[src/sv/mrd_pkg.sv]
// ----------------------------------------------------------------------------
// mrd_pkg: shared types, constants and crc helpers
// Window sizes, crc constants and the request record of the deframer.
// ----------------------------------------------------------------------------
package mrd_pkg;

	localparam int WIN_LEN  = 8;
	localparam int HOLD_LEN = WIN_LEN - 1;
	localparam int CRC_SPAN = 6;
	localparam int CRC_BITS = 8 * CRC_SPAN;

	localparam logic [15:0] CRC_INIT = 16'hFFFF;
	localparam logic [15:0] CRC_POLY = 16'hA001;

	localparam logic [7:0] FC_MIN = 8'd1;
	localparam logic [7:0] FC_MAX = 8'd6;

	typedef logic [7:0] byte_t;
	typedef logic [$clog2(WIN_LEN)-1:0] fill_t;

	typedef struct packed {
		logic [2:0]  function_code;
		logic [15:0] address_word;
		logic [15:0] value_word;
	} req_t;

	// bitwise crc over the span, used for elaboration-time constants only
	function automatic logic [15:0] crc16_run(input logic [15:0] init,
		input logic [CRC_BITS-1:0] data);
		logic [15:0] crc;
		crc = init;
		for (int i = 0; i < CRC_SPAN; i++) begin
			crc = crc ^ {8'h00, data[8*i +: 8]};
			for (int k = 0; k < 8; k++) begin
				if (crc[0]) begin
					crc = (crc >> 1) ^ CRC_POLY;
				end else begin
					crc = crc >> 1;
				end
			end
		end
		return crc;
	endfunction

	// contribution of one data bit, with zero start value
	function automatic logic [15:0] crc16_basis(input int idx);
		logic [CRC_BITS-1:0] one_hot;
		one_hot = '0;
		one_hot[idx] = 1'b1;
		return crc16_run(16'h0000, one_hot);
	endfunction

endpackage

[src/sv/mrd_rx_if.sv]
// ----------------------------------------------------------------------------
// mrd_rx_if: received byte channel
// Valid/ready channel carrying one serial byte per transfer.
// ----------------------------------------------------------------------------
interface mrd_rx_if;
	logic       valid;
	logic       ready;
	logic [7:0] rx_byte;

	modport source (output valid, output rx_byte, input ready);
	modport sink   (input valid, input rx_byte, output ready);
endinterface

[src/sv/mrd_req_if.sv]
// ----------------------------------------------------------------------------
// mrd_req_if: decoded request channel
// Valid/ready channel carrying one validated request per transfer.
// ----------------------------------------------------------------------------
interface mrd_req_if;
	logic        valid;
	logic        ready;
	logic [2:0]  function_code;
	logic [15:0] address_word;
	logic [15:0] value_word;

	modport source (output valid, output function_code, output address_word,
		output value_word, input ready);
	modport sink   (input valid, input function_code, input address_word,
		input value_word, output ready);
endinterface

[src/sv/mrd_frame_check.sv]
// ----------------------------------------------------------------------------
// mrd_frame_check: eight-byte frame validation
// Address match, function code range and parallel crc-16 compare.
// ----------------------------------------------------------------------------
module mrd_frame_check import mrd_pkg::*; (
	input  byte_t frame [WIN_LEN],
	input  byte_t slave_address,
	output logic  frame_ok,
	output req_t  req
);

	localparam logic [15:0] CRC_ZERO = crc16_run(CRC_INIT, '0);

	logic [CRC_BITS-1:0] span;
	logic [15:0]         terms [CRC_BITS];
	logic [15:0]         crc;
	logic                addr_ok;
	logic                fc_ok;
	logic                crc_ok;

	always_comb begin
		for (int i = 0; i < CRC_SPAN; i++) begin
			span[8*i +: 8] = frame[i];
		end
	end

	// crc is affine in the data: constant part plus one term per set bit
	for (genvar g = 0; g < CRC_BITS; g++) begin : g_term
		localparam logic [15:0] BASIS = crc16_basis(g);
		assign terms[g] = span[g] ? BASIS : 16'h0000;
	end

	always_comb begin
		crc = CRC_ZERO;
		for (int i = 0; i < CRC_BITS; i++) begin
			crc = crc ^ terms[i];
		end
	end

	assign addr_ok = (frame[0] == slave_address);
	assign fc_ok   = (frame[1] >= FC_MIN) && (frame[1] <= FC_MAX);
	// either byte order is accepted on the wire
	assign crc_ok  = ((frame[6] == crc[7:0]) && (frame[7] == crc[15:8])) ||
	                 ((frame[6] == crc[15:8]) && (frame[7] == crc[7:0]));

	assign frame_ok = addr_ok && fc_ok && crc_ok;

	assign req.function_code = frame[1][2:0];
	assign req.address_word  = {frame[2], frame[3]};
	assign req.value_word    = {frame[4], frame[5]};

endmodule

[src/sv/modbus_rtu_request_deframer.sv]
// ----------------------------------------------------------------------------
// modbus_rtu_request_deframer: Modbus RTU request deframer
// Finds address/function/crc-valid eight-byte requests in a byte stream.
// ----------------------------------------------------------------------------
// Takes one received byte per clock on rx while rx.ready is high and holds the last seven bytes.
// Each byte that completes an eight-byte window is checked in the same cycle
// it is transferred: byte one against the slave address, byte two as
// function code 1..6, and the crc-16 (poly 0xA001, init 0xFFFF) of bytes
// one to six against bytes seven and eight in either byte order. A good
// frame is registered into the result buffer and posted on req, and the window starts empty; a bad
// frame drops its oldest byte and the scan goes on one byte further.
// Rate is one byte per cycle, set by the combinational window check feeding a
// two-entry result buffer; rx.ready falls only while two results sit waiting
// for req.ready. cfg_ready is always high, and slave_address resets to 1.
module modbus_rtu_request_deframer import mrd_pkg::*; (
	input  logic          clk,
	input  logic          arst_n,
	mrd_rx_if.sink        rx,
	mrd_req_if.source     req,
	input  logic          cfg_valid,
	output logic          cfg_ready,
	input  logic [7:0]    cfg_slave_address
);

	// configuration register
	byte_t slave_addr_q;

	// byte window: held bytes, oldest in entry zero
	byte_t hold_q [HOLD_LEN];
	fill_t fill_q;

	// result buffer: main output register plus skid entry
	req_t  out_q;
	logic  out_vld_q;
	req_t  skid_q;
	logic  skid_vld_q;

	byte_t frame [WIN_LEN];
	logic  frame_ok;
	req_t  frame_req;
	logic  in_xfer;
	logic  out_xfer;
	logic  full;
	logic  emit;

	assign cfg_ready = 1'b1;

	always_ff @(posedge clk or negedge arst_n) begin
		if (!arst_n) begin
			slave_addr_q <= 8'd1;
		end else if (cfg_valid) begin
			slave_addr_q <= cfg_slave_address;
		end
	end

	// no new byte while the skid entry is occupied
	assign rx.ready = !skid_vld_q;
	assign in_xfer  = rx.valid && rx.ready;
	assign out_xfer = out_vld_q && req.ready;
	assign full     = (fill_q == fill_t'(HOLD_LEN));

	// candidate frame: the seven held bytes plus the incoming one
	always_comb begin
		for (int i = 0; i < HOLD_LEN; i++) begin
			frame[i] = hold_q[i];
		end
		frame[WIN_LEN-1] = rx.rx_byte;
	end

	mrd_frame_check u_check (
		.frame         (frame),
		.slave_address (slave_addr_q),
		.frame_ok      (frame_ok),
		.req           (frame_req)
	);

	assign emit = in_xfer && full && frame_ok;

	// window update
	always_ff @(posedge clk or negedge arst_n) begin
		if (!arst_n) begin
			fill_q <= '0;
		end else if (in_xfer) begin
			if (!full) begin
				fill_q <= fill_q + fill_t'(1);
			end else if (frame_ok) begin
				fill_q <= '0;
			end
		end
	end

	// held bytes carry no reset: only entries below the fill count are read
	always_ff @(posedge clk) begin
		if (in_xfer) begin
			if (!full) begin
				for (int i = 0; i < HOLD_LEN; i++) begin
					if (fill_q == fill_t'(i)) begin
						hold_q[i] <= rx.rx_byte;
					end
				end
			end else if (!frame_ok) begin
				// slide by one byte
				for (int i = 0; i < HOLD_LEN - 1; i++) begin
					hold_q[i] <= hold_q[i+1];
				end
				hold_q[HOLD_LEN-1] <= rx.rx_byte;
			end
		end
	end

	// result buffer valids
	always_ff @(posedge clk or negedge arst_n) begin
		if (!arst_n) begin
			out_vld_q  <= 1'b0;
			skid_vld_q <= 1'b0;
		end else if (skid_vld_q) begin
			if (out_xfer) begin
				skid_vld_q <= 1'b0;
			end
		end else if (emit) begin
			if (out_vld_q && !req.ready) begin
				skid_vld_q <= 1'b1;
			end else begin
				out_vld_q <= 1'b1;
			end
		end else if (out_xfer) begin
			out_vld_q <= 1'b0;
		end
	end

	// result buffer payload
	always_ff @(posedge clk) begin
		if (skid_vld_q) begin
			if (out_xfer) begin
				out_q <= skid_q;
			end
		end else if (emit) begin
			if (out_vld_q && !req.ready) begin
				skid_q <= frame_req;
			end else begin
				out_q <= frame_req;
			end
		end
	end

	assign req.valid         = out_vld_q;
	assign req.function_code = out_q.function_code;
	assign req.address_word  = out_q.address_word;
	assign req.value_word    = out_q.value_word;

endmodule

[src/flat_wrapper.sv]
// flat-port wrapper written by rule: the top's interface ports become plain ports
module modbus_rtu_request_deframer_flat import mrd_pkg::*;
  (clk, arst_n, cfg_valid, cfg_ready, cfg_slave_address, rx_valid, rx_rx_byte, rx_ready, req_valid, req_function_code, req_address_word, req_value_word, req_ready);
  mrd_rx_if rx_i ();
  mrd_req_if req_i ();
  input  logic clk;
  input  logic arst_n;
  input  logic cfg_valid;
  output logic cfg_ready;
  input  logic [7:0] cfg_slave_address;
  input wire logic [$bits(rx_i.valid)-1:0] rx_valid;
  input wire logic [$bits(rx_i.rx_byte)-1:0] rx_rx_byte;
  output wire logic [$bits(rx_i.ready)-1:0] rx_ready;
  output wire logic [$bits(req_i.valid)-1:0] req_valid;
  output wire logic [$bits(req_i.function_code)-1:0] req_function_code;
  output wire logic [$bits(req_i.address_word)-1:0] req_address_word;
  output wire logic [$bits(req_i.value_word)-1:0] req_value_word;
  input wire logic [$bits(req_i.ready)-1:0] req_ready;
  assign rx_i.valid = rx_valid;
  assign rx_i.rx_byte = rx_rx_byte;
  assign rx_ready = rx_i.ready;
  assign req_valid = req_i.valid;
  assign req_function_code = req_i.function_code;
  assign req_address_word = req_i.address_word;
  assign req_value_word = req_i.value_word;
  assign req_i.ready = req_ready;
  modbus_rtu_request_deframer u_core (.clk(clk), .arst_n(arst_n), .rx(rx_i), .req(req_i), .cfg_valid(cfg_valid), .cfg_ready(cfg_ready), .cfg_slave_address(cfg_slave_address));
endmodule
[config.mk]
export PLATFORM = sky130hd
export DESIGN_NAME = modbus_rtu_request_deframer_flat
export DESIGN_NICKNAME = d
export VERILOG_FILES = /design/src/sv/mrd_pkg.sv /design/src/sv/mrd_rx_if.sv /design/src/sv/mrd_req_if.sv /design/src/sv/mrd_frame_check.sv /design/src/sv/modbus_rtu_request_deframer.sv /design/src/flat_wrapper.sv
export SDC_FILE = /design/constraint.sdc
export NUM_CORES = 1
export LEC_CHECK = 0
export ABC_CLOCK_PERIOD_IN_PS = 17850
export BUFFER_PORTS_ARGS = -buffer_cell sky130_fd_sc_hd__buf_2
export CAP_MARGIN = 10
export CORE_ASPECT_RATIO = 1.4
export CORE_MARGIN = 2
export CORE_UTILIZATION = 65
export DETAILED_ROUTE_END_ITERATION = 12
export GPL_TIMING_DRIVEN = 0
export PLACE_DENSITY = 0.83
export SKIP_CTS_REPAIR_TIMING = 1
export SLEW_MARGIN = 15
export SYNTH_ARGS = -nofsm -noshare
export SYNTH_HDL_FRONTEND = slang
export SYNTH_SLANG_ARGS = --single-unit
[constraint.sdc]
create_clock -name clk -period 17.85 [get_ports clk]
set_input_delay 2.6775 -clock clk [delete_from_list [all_inputs] [get_ports clk]]
set_output_delay 2.6775 -clock clk [all_outputs]
set_load 0.02 [all_outputs]
---- Word-level counts from Yosys, hierarchy flattened ----
Memories as Yosys holds them, arrays and structs flattened.
Index checks and enable logic that the tools add are counted.
word-level totals
  register bits ........................... 83
  RAM bits ................................ 56
  bits of input ports ..................... 21
  word-level logic and storage cells ...... 206
  memories kept ........................... 1
operators by class
  add/subtract/negate cells ............... 1
  order comparisons ....................... 2
  equality and inequality tests ........... 16
  muxes and demuxes ....................... 100
  bitwise logic cells ..................... 56
  reduce and logical (&&, ||, !) cells .... 20
memory list
  name           depth  width  read ports  clocked after memory_dff  wr ports  line                               source
  u_core.hold_q  7      8      7           0                         7         modbus_rtu_request_deframer.sv:29  byte_t hold_q [HOLD_LEN];
operators with widths
  cell                                                            count
  two-way mux 16 bit                                              43
  bitwise XOR 16 bit                                              42
  two-way mux 35 bit                                              4
  bitwise XOR 16 x 15 -> 16 bit                                   4
  two-way mux 15 bit                                              4
  two-way mux 8 bit                                               7
  == test 8 bit                                                   5
  two-way mux 1 bit                                               39
  bitwise XOR 16 x 14 -> 16 bit                                   1
  two-way mux 14 bit                                              1
  == test 3 bit, second input constant                            4
  logical AND 1 bit                                               10
  AND reduction 3 bit                                             3
  >= comparator 8 x 1 -> 1 bit, second input constant             1
  less-or-equal comparator 8 x 3 -> 1 bit, second input constant  1
  OR 1 bit                                                        7
  == test 3 x 2 -> 1 bit, second input constant                   2
  two-way mux 3 bit                                               2
  != test 2 x 1 -> 1 bit, second input constant                   2
  != test 2 bit, second input constant                            2
  inverter 4 bit                                                  1
  nonzero test 2 bit                                              2
  adder 3 x 1 -> 3 bit, second input constant                     1
  == test 3 x 1 -> 1 bit, second input constant                   1
  other kinds (5)                                                 6

---- Depth between registers and ports, before layout ----
Gate-level depths: netlist of run 1.
An unclocked memory read counts as a cell.
  word-level depth ........................ 59
  depth in mapped cells ................... 14
  depth with buffers taken out ............ 11

---- Hierarchy ----
Synthesis of run 1 repeated with hierarchy kept, for this count alone.
second synthesis, totals
  cell total of the unflattened synthesis .. 557
  area, all modules ....................... 7573.5 um^2
modules (own cells, without submodules)
  module                       instances  cells each  area an instance (um^2)
  modbus_rtu_request_deframer  1          326         5602.9
  mrd_frame_check              1          231         1970.6

---- Least setup slack after synthesis of run 1 ----
Ideal clock, no wire load.
  kind .................................... in2reg
  from .................................... input port rx_rx_byte[7]
  to ...................................... register u_core.skid_q[0] (netlist name), enable pin
  setup time .............................. 0.471 ns
  arrival ................................. 6.452 ns
  required time ........................... 17.379 ns
  slack ................................... 10.927 ns
  stages on the path ...................... 9
  path buffers ............................ 1
  path through ............................ clkbuf_1 -> xnor2_1 -> xnor2_1 -> xnor2_1 -> and3_1 -> nand3_1 -> a2111oi_4 -> o21bai_1 -> nor3_1
between the ends
  cells in the longest elaborated chain, start to end .. 6
  elaborated cells on any way between the ends .. 8
  classes of those cells .................. 2 x eq/ne; 6 x reduce/logical
ends and longest elaborated chain
  what                                  line                                          source
  start: declaration                    flat_wrapper.sv:12                            input wire logic [$bits(rx_i.rx_byte)-1:0] rx_rx_byte;
  == test 8 bit (on tied branches)      mrd_frame_check.sv:43, mrd_frame_check.sv:44
  logical AND 1 bit (on tied branches)  mrd_frame_check.sv:43, mrd_frame_check.sv:44
  logical OR 1 bit (*)                  mrd_frame_check.sv:43                         assign crc_ok = ((frame[6] == crc[7:0]) && (frame[7] == crc[15:8])) ||
  logical AND 1 bit (*)                 mrd_frame_check.sv:46                         assign frame_ok = addr_ok && fc_ok && crc_ok;
  logical AND 1 bit (*)                 modbus_rtu_request_deframer.sv:77             assign emit = in_xfer && full && frame_ok;
  AND reduction 3 bit (no line) (*)     n/a
  end signal: assignment                modbus_rtu_request_deframer.sv:139            skid_q <= frame_req;
  end: declaration                      modbus_rtu_request_deframer.sv:35             req_t skid_q;
Every way passes the cells marked *; elsewhere a longest branch is shown, timed or not.
A chain may end at the register's enable or synchronous reset.

---- Worst setup path in the final report of run 1 ----
  from .................................... input port rx_rx_byte[2]
  to ...................................... register u_core.skid_q[26] (netlist name), enable pin
The elaborated chain is that of the path after synthesis.

==> flow_metrics.env, run 1 <==
export IMPL_worst_path_fanout_max=11
export IMPL_synth_cell_area_um2=7610
export IMPL_pwr_density_nw_per_um2=179
export IMPL_ys_types=47
export IMPL_slew_headroom=0.409
export IMPL_die_w_um=95.4
export IMPL_finalWeightedCongestion=0.946
export IMPL_cts_root_buffer_cell="sky130_fd_sc_hd__clkbuf_16"
export IMPL_worst_setup_hold_path_clk_slew_ns=0.06
export IMPL_fill_cells=692
export IMPL_hold_path_origin="u_core.hold_q[2][3]$_DFFE_PP_"
export IMPL_buffer_ports_inserted=51
export IMPL_post_route_cells_drive_above_1_share=0.248
export IMPL_route_antenna_remaining_nets=0
export IMPL_placeableCoreArea_um2=11400
export IMPL_number_of_antenna_violations_at_the_first_check_in_global_routing=0
export IMPL_fin_setup_tns_ns=0
export IMPL_p_total_mw=1.56
export IMPL_numClockSinks=139
export IMPL_ir_worst_vdd_mv=0.209
export IMPL_timing_reg2reg_worst_path_depth=11
export IMPL_setup_viol_count_final=0
export IMPL_timing_worst_setup_path_type="input pin to register"
export IMPL_ff_latch_area_um2=4110
export IMPL_layout_area_overhead_vs_synth_pct=14.0
export IMPL_ys_warn_count=0
export IMPL_drt_pass1_iter_count=6
export IMPL_gr_usage_all_layers=0.315
export IMPL_critPathCapture="u_core.skid_q[26]$_DFFE_PP_"
export IMPL_r2r_start="u_core.hold_q[0][14]$_DFFE_PP_"
export IMPL_cts_tree="yes"
export IMPL_grt_util_met2=0.506
export IMPL_timing_fmax_mhz=180
export IMPL_layout_cells_most_common="sky130_fd_sc_hd__edfxtp_1"
export IMPL_final_max_slew_viol_count=0
export IMPL_vias_in_the_first_global_route=4567
export IMPL_maxCapViolations=0
export IMPL_finalNetCount=596
export IMPL_synth_area_per_cell_um2=15.5
export IMPL_grt_first_pass_wirelength_um=27800
export IMPL_dpl_cell_count=689
export IMPL_globalRoute_totalOverflow=0
export IMPL_clock_skew_final_ns=0.00777
export IMPL_detail_route_iter0_violations=302
export IMPL_maximum_number_of_pins_on_one_net_before_global_route_repair=24
export IMPL_grtUsageMet1=0.397
export IMPL_final_critical_path_setup_slack_ns=12.29
export IMPL_final_antenna_diode_count=0
export IMPL_startpoint_type="input pin"
export IMPL_placed_area_um2=8120
export IMPL_grt_most_used_layer="met2"
export IMPL_dp_final_hpwl_um=13200
export IMPL_crit_required_ns=17.98
export IMPL_async_flop_share=0.0935
export IMPL_timing_final_crit_period_ns=5.56
export IMPL_die_area_um2=12600
export IMPL_hold_path_class="register to register"
export IMPL_static_leakage_power_nw=3.33
export IMPL_route_detailed_vias_per_inst=6.19
export IMPL_initial_core_util=0.668
export IMPL_grt_met3_usage=0.0658
export IMPL_regToRegEndpoint="u_core.skid_q[26]$_DFFE_PP_"
export IMPL_synth_ff_latch_count=139
export IMPL_layout_cell_area_excl_fill_um2=8680
export IMPL_hold_ws_ns=0.450
export IMPL_clock_tree_htree_level_count=4
export IMPL_number_of_enable_flip_flop_cells_after_synthesis=126
export IMPL_synthesized_net_count=522
export IMPL_finalCoreUtilization=0.762
export IMPL_total_area_of_multi_input_combinational_cells_um2=3350
export IMPL_pre_cts_slack_ns=11.87
export IMPL_placement_rows=46
export IMPL_critPathArrivalTime_ns=5.69
export IMPL_route_final_wire_length_um=18400
export IMPL_io_pins=59
export IMPL_via_count=4465
export IMPL_synth_flop_cell="sky130_fd_sc_hd__edfxtp_1"
export IMPL_synthCells=490
export IMPL_startpoint="rx_rx_byte[2]"
export IMPL_rsz0062_at_grt="false"
export IMPL_drc_errors=0
export IMPL_run_status="finished, final reports clean"
export IMPL_seq_total_area_yosys=0.540
export IMPL_avgRoutedWirePerCell_um=25.5
export IMPL_final_cell_mix="126 x sky130_fd_sc_hd__edfxtp_1, 80 x sky130_fd_sc_hd__xnor2_1, 55 x sky130_fd_sc_hd__buf_2"
export IMPL_tritoncts_num_buffers=17
export IMPL_clock_latency_on_the_worst_skew_pair_ns=0.43
export IMPL_fin_crit_sh=0.311
export IMPL_timing_critical_path_to_type="register"
export IMPL_chipHeight_um=132
export IMPL_slew_at_the_pin_closest_to_its_max_slew_limit_ns=0.886
export IMPL_maximum_buffer_depth_of_the_clock_tree=2
export IMPL_hold_viol=0
export IMPL_final_instance_count_excl_fill=721
export IMPL_timing_reg2reg_setup_slack_ns=13.18
==> registers in the layout, summed over array words and instances, names as in the netlist <==
name and count:
u_core.req.value_word 16, u_core.fill_q 3, u_core.skid_vld_q 1, u_core.req.valid 1
u_core.skid_q 35, u_core.hold_q 56, u_core.req.function_code 3, u_core.req.address_word 16
u_core.slave_addr_q 8
==> synth_stat cells (all sizes together), types with 4 or more instances <==
library cell / count / area share
nand3: 4 / 0.0026
xnor2: 81 / 0.094
inv: 10 / 0.0049
mux2: 80 / 0.12
buf: 11 / 0.0090
nor4: 4 / 0.0033
clkbuf: 17 / 0.0084
nor2: 9 / 0.0048
xor2: 17 / 0.020
ha: 11 / 0.018
a21o: 4 / 0.0039
xnor3: 32 / 0.095
edfxtp: 126 / 0.50
dfrtp: 12 / 0.039
xor3: 6 / 0.019
o21ai: 10 / 0.0066
nor2b: 9 / 0.0074
a21oi: 4 / 0.0026
nand2: 10 / 0.0049
a22o: 7 / 0.0081
==> how the worst min path moves through the flow <==
stage | cells after the start | endpoint | slack, ns
finish | 0 | u_core.skid_q[11]$_DFFE_PP_ | 0.45
global route | 0 | u_core.skid_q[11]$_DFFE_PP_ | 0.47
CTS | 0 | u_core.skid_q[11]$_DFFE_PP_ | 0.46
detailed placement | 0 | u_core.skid_q[11]$_DFFE_PP_ | 0.44
global placement | 0 | u_core.skid_q[24]$_DFFE_PP_ | 0.43
floorplan | 0 | u_core.skid_q[0]$_DFFE_PP_ | 0.42
==> cells by family after synthesis <==
family / share of synthesized area
simple gates: 0.0347
flops: 0.540
fa+ha+maj: 0.0181
buf+inv: 0.0224
mux: 0.120
other cells: 0.000493
xor+xnor: 0.227
compound gates: 0.0372
==> final cells by class <==
| cell class | instances | share of cell area |
|---|---|---|
| plain buffers | 28 | 0.0153 |
| clock buffers | 17 | 0.0490 |
| clock inverters | 15 | 0.0151 |
| inverters | 10 | 0.00433 |
| multi-input cells | 313 | 0.386 |
| flip-flops and latches | 139 | 0.474 |
| well taps | 144 | 0.0208 |
| repair buffers | 55 | 0.0356 |
==> layer usage <==
layer / part of all wire / vias up
met5: 0 / -
met3: 0.060 / 57
li1: - / 1942
met1: 0.37 / 2237
met4: 0.053 / 0
met2: 0.51 / 229
==> report_power, final <==
group	leakage (nW)	internal, mW	switching [mW]	total [mW]
logic	1.77	0.394	0.372	0.766
clock network	0.262	0.183	0.153	0.335
registers	1.30	0.409	0.0451	0.454
total	3.33	0.986	0.570	1.56
==> worst max-delay path: stages <==
cell and delay [ns]:
sky130_fd_sc_hd__clkbuf_1 0.60, sky130_fd_sc_hd__xnor2_1 0.19, sky130_fd_sc_hd__xnor2_1 0.16, sky130_fd_sc_hd__and4_1 0.22, sky130_fd_sc_hd__nand4_1 0.17, sky130_fd_sc_hd__a2111oi_4 0.33, sky130_fd_sc_hd__o21bai_1 0.25, sky130_fd_sc_hd__nor3_2 0.54
sky130_fd_sc_hd__buf_4 0.33, sky130_fd_sc_hd__buf_6 0.19
No activity file was read; power rests on OpenSTA's default activity.
==> run 2, diff against run 1 <==
- ABC_AREA: unset -> 1
- ABC_CLOCK_PERIOD_IN_PS: 17850 -> 5800
- CORE_UTILIZATION: 65 -> 62
- PLACE_DENSITY: 0.83 -> 0.79
- clock period: 17.85 -> 5.8 ns (I/O delays scaled with it)
==> run 2 against run 1 <==
Sequential cell count unchanged. Cell area increased by 17%. Clock skew increased by 0.0035 ns. Register-to-register slack got worse by 11 ns. Total power increased to 2.8 times the previous value. Count of clock-buffer cells in the layout unchanged. Worst setup slack got worse by 11 ns. Critical path depth increased by 10. Area after synthesis increased by 17%. Core utilization decreased by 3.7 points.
==> flow_metrics.env, run 2 <==
export IMPL_run_status="finished, final reports clean"
export IMPL_synth_area_per_cell_um2=7.94
export IMPL_synth_cell_area_um2=8940
export IMPL_placement_rows=51
export IMPL_synth_ff_latch_count=139
export IMPL_drt_pass1_iter_count=6
export IMPL_fin_crit_sh=0.701
export IMPL_final_antenna_diode_count=0
export IMPL_clock_tree_htree_level_count=4
export IMPL_pre_cts_slack_ns=1.82
export IMPL_timing_critical_path_to_type="register"
export IMPL_hold_viol=0
export IMPL_yosys_area_top_type="sky130_fd_sc_hd__edfxtp_1"
export IMPL_io_pins=59
export IMPL_tritoncts_num_buffers=17
export IMPL_initial_core_util=0.640
export IMPL_timing_worst_setup_path_type="register to register"
export IMPL_gr_usage_all_layers=0.347
export IMPL_synth_top_area_share=0.423
export IMPL_cts_tree="yes"
export IMPL_finalNetCount=1238
export IMPL_static_leakage_power_nw=4.81
export IMPL_layout_cells_most_common="sky130_fd_sc_hd__nand2_1"
export IMPL_numClockSinks=139
export IMPL_ys_warn_count=0
export IMPL_layout_area_overhead_vs_synth_pct=13.3
export IMPL_fin_setup_tns_ns=0
export IMPL_ys_types=37
export IMPL_hold_path_class="input pin to asynchronous set/reset pin"
export IMPL_synth_area_leaders="sky130_fd_sc_hd__edfxtp_1 42%, sky130_fd_sc_hd__nand2_1 20%, sky130_fd_sc_hd__xnor2_1 6.0%, sky130_fd_sc_hd__nand3_1 5.5%, sky130_fd_sc_hd__inv_1 4.6%"
export IMPL_route_final_wire_length_um=26000
export IMPL_buffer_ports_inserted=56
export IMPL_hold_ws_ns=0.318
export IMPL_placed_area_um2=9560
export IMPL_final_instance_count_excl_fill=1404
export IMPL_top_count_cell_post_synth="sky130_fd_sc_hd__nand2_1"
export IMPL_placeableCoreArea_um2=14000
export IMPL_netlist_top_cells_count="472 x sky130_fd_sc_hd__nand2_1, 126 x sky130_fd_sc_hd__edfxtp_1, 109 x sky130_fd_sc_hd__inv_1"
export IMPL_maximum_buffer_depth_of_the_clock_tree=2
export IMPL_drc_errors=0
export IMPL_finalWeightedCongestion=1.01
export IMPL_synthesized_net_count=1158
export IMPL_path_common_cell="sky130_fd_sc_hd__nand2_1"
export IMPL_critPathArrivalTime_ns=4.34
export IMPL_slew_at_the_pin_closest_to_its_max_slew_limit_ns=1.08
export IMPL_async_flop_share=0.0935
export IMPL_startpoint="u_core.hold_q[0][10]$_DFFE_PP_"
export IMPL_startpoint_type="register"
export IMPL_globalRoute_totalOverflow=0
export IMPL_die_area_um2=15400
export IMPL_layout_cell_area_excl_fill_um2=10100
export IMPL_die_w_um=105
export IMPL_chipHeight_um=146
export IMPL_number_of_antenna_violations_at_the_first_check_in_global_routing=0
export IMPL_setup_viol_count_final=0
export IMPL_detail_route_iter0_violations=751
export IMPL_synth_flop_cell="sky130_fd_sc_hd__edfxtp_1"
export IMPL_post_route_cells_drive_above_1_share=0.135
export IMPL_number_of_buffers_and_inverters_on_the_critical_path=2
export IMPL_route_antenna_remaining_nets=0
export IMPL_largestRegisters="u_core.hold_q (56), u_core.skid_q (35)"
export IMPL_avgRoutedWirePerCell_um=18.5
export IMPL_cpLargestDelayFamily="simple AND/OR/NAND/NOR gates"
export IMPL_via_count=7883
export IMPL_timing_final_crit_period_ns=4.07
export IMPL_clock_latency_on_the_worst_skew_pair_ns=0.43
export IMPL_r2r_start="u_core.hold_q[0][10]$_DFFE_PP_"
export IMPL_synthCells=1126
export IMPL_vias_in_the_first_global_route=7482
export IMPL_clock_skew_final_ns=0.0112
export IMPL_crit_path_cell_trace="inv_2 -> ha_1 -> xnor2_1 -> nand2_1 -> nand2_1 -> nand2_1 -> nand2_1 -> nand2_1 -> nor2_1 -> nand2_1 -> nor2_1 -> nand2_1 -> nor2_1 -> nand2_1 -> nand2_2 -> nand2_4 -> nand2_4 -> buf_4 -> nand4_1 -> nand2_1"
export IMPL_pwr_density_nw_per_um2=436
export IMPL_slew_headroom=0.281
export IMPL_register_with_the_most_flip_flops="u_core.hold_q"
export IMPL_cpPeakStageDelay_ns=0.52
export IMPL_final_critical_path_setup_slack_ns=1.73
export IMPL_largest_register_ffs=56
export IMPL_ir_worst_vdd_mv=0.267
export IMPL_grt_first_pass_wirelength_um=40000
export IMPL_number_of_enable_flip_flop_cells_after_synthesis=126
export IMPL_maximum_number_of_pins_on_one_net_before_global_route_repair=30
export IMPL_worst_path_fanout_max=10
export IMPL_dpl_cell_count=1372
export IMPL_crit_slowest_cell="sky130_fd_sc_hd__edfxtp_1"
export IMPL_seq_total_area_yosys=0.460
export IMPL_fill_cells=1086
export IMPL_final_cell_mix="472 x sky130_fd_sc_hd__nand2_1, 126 x sky130_fd_sc_hd__edfxtp_1, 109 x sky130_fd_sc_hd__inv_1"
export IMPL_route_detailed_vias_per_inst=5.61
export IMPL_final_max_slew_viol_count=0
export IMPL_crit_required_ns=6.07
export IMPL_maxCapViolations=0
export IMPL_timing_fmax_mhz=246
export IMPL_cts_root_buffer_cell="sky130_fd_sc_hd__clkbuf_16"
export IMPL_dp_final_hpwl_um=19000
export IMPL_worst_setup_hold_path_clk_slew_ns=0.07
export IMPL_rsz0062_at_grt="false"
-- run 2: worst paths after layout --
check	endpoint	slack [ns]	cells after the start
setup / recovery	u_core.hold_q[2][3]$_DFFE_PP_	1.73	20
hold / removal	u_core.slave_addr_q[2]$_DFFE_PN0P_	0.32	1
setup reg to reg	u_core.hold_q[2][3]$_DFFE_PP_	1.73	20
hold reg to reg	u_core.skid_q[31]$_DFFE_PP_	0.44	0
max in group asynchronous	u_core.slave_addr_q[0]$_DFFE_PN1P_	5.20	1
min in group clk	u_core.skid_q[31]$_DFFE_PP_	0.44	0
-- run 2: cell families after synthesis --
logic type               after synthesis  share of synthesized area
AO/OA/AOI/OAI                         55                     0.0351
XOR/XNOR                             110                      0.110
adder cells (fa/ha/maj)               11                     0.0154
buffers and inverters                170                     0.0792
flip-flops                           139                      0.460
multiplexers                           6                    0.00756
other                                  1                   0.000419
AND/OR/NAND/NOR                      634                      0.292
-- run 2: layer usage --
| metal | wire [µm] | vias to the layer above | share of wire | global-route usage |
|---|---|---|---|---|
| met2 | 12700 | 436 | 0.49 | 0.591 |
| li1 | - | 3755 | - | - |
| met3 | 2310 | 108 | 0.089 | 0.0746 |
| met1 | 9280 | 3584 | 0.36 | 0.398 |
| met5 | 0 | - | 0 | 0 |
| met4 | 1650 | 0 | 0.064 | 0.204 |
-- run 2: metrics by stage --
step,util,power [mW]
3_5_place_dp,0.684,3.27
4_1_cts,0.725,4.36
6_report,0.725,4.42
2_1_floorplan,-,2.78
3_3_place_gp,0.676,3.22
5_1_grt,0.725,4.69
-- run 2: worst register-to-register path, stage by stage (launching register included) --
cell                       delay [ns]
sky130_fd_sc_hd__edfxtp_1        0.52
sky130_fd_sc_hd__inv_2           0.13
sky130_fd_sc_hd__ha_1            0.34
sky130_fd_sc_hd__xnor2_1         0.46
sky130_fd_sc_hd__nand2_1         0.19
sky130_fd_sc_hd__nand2_1         0.12
sky130_fd_sc_hd__nand2_1         0.05
sky130_fd_sc_hd__nand2_1         0.10
sky130_fd_sc_hd__nand2_1         0.06
sky130_fd_sc_hd__nor2_1          0.08
sky130_fd_sc_hd__nand2_1         0.07
sky130_fd_sc_hd__nor2_1          0.14
sky130_fd_sc_hd__nand2_1         0.09
sky130_fd_sc_hd__nor2_1          0.12
sky130_fd_sc_hd__nand2_1         0.07
sky130_fd_sc_hd__nand2_2         0.15
sky130_fd_sc_hd__nand2_4         0.13
sky130_fd_sc_hd__nand2_4         0.17
sky130_fd_sc_hd__buf_4           0.19
sky130_fd_sc_hd__nand4_1         0.46
sky130_fd_sc_hd__nand2_1         0.27
-- run 2: layout make-up --
cell class	count	area (µm²)	share of cell area
Tap cell	185	231	0.0229
Timing Repair Buffer	61	340	0.0336
Clock inverter	15	145	0.0143
Multi-Input combinational cell	817	4170	0.411
Inverter	121	454	0.0448
Sequential cell	139	4110	0.406
Clock buffer	17	425	0.0420
Buffer	49	254	0.0251
-- run 2: power breakdown --
group	switching (mW)	leakage, nW	internal (mW)
combinational	1.34	3.22	0.673
clock	0.507	0.278	0.571
sequential	0.0855	1.31	1.24
total	1.93	4.81	2.49
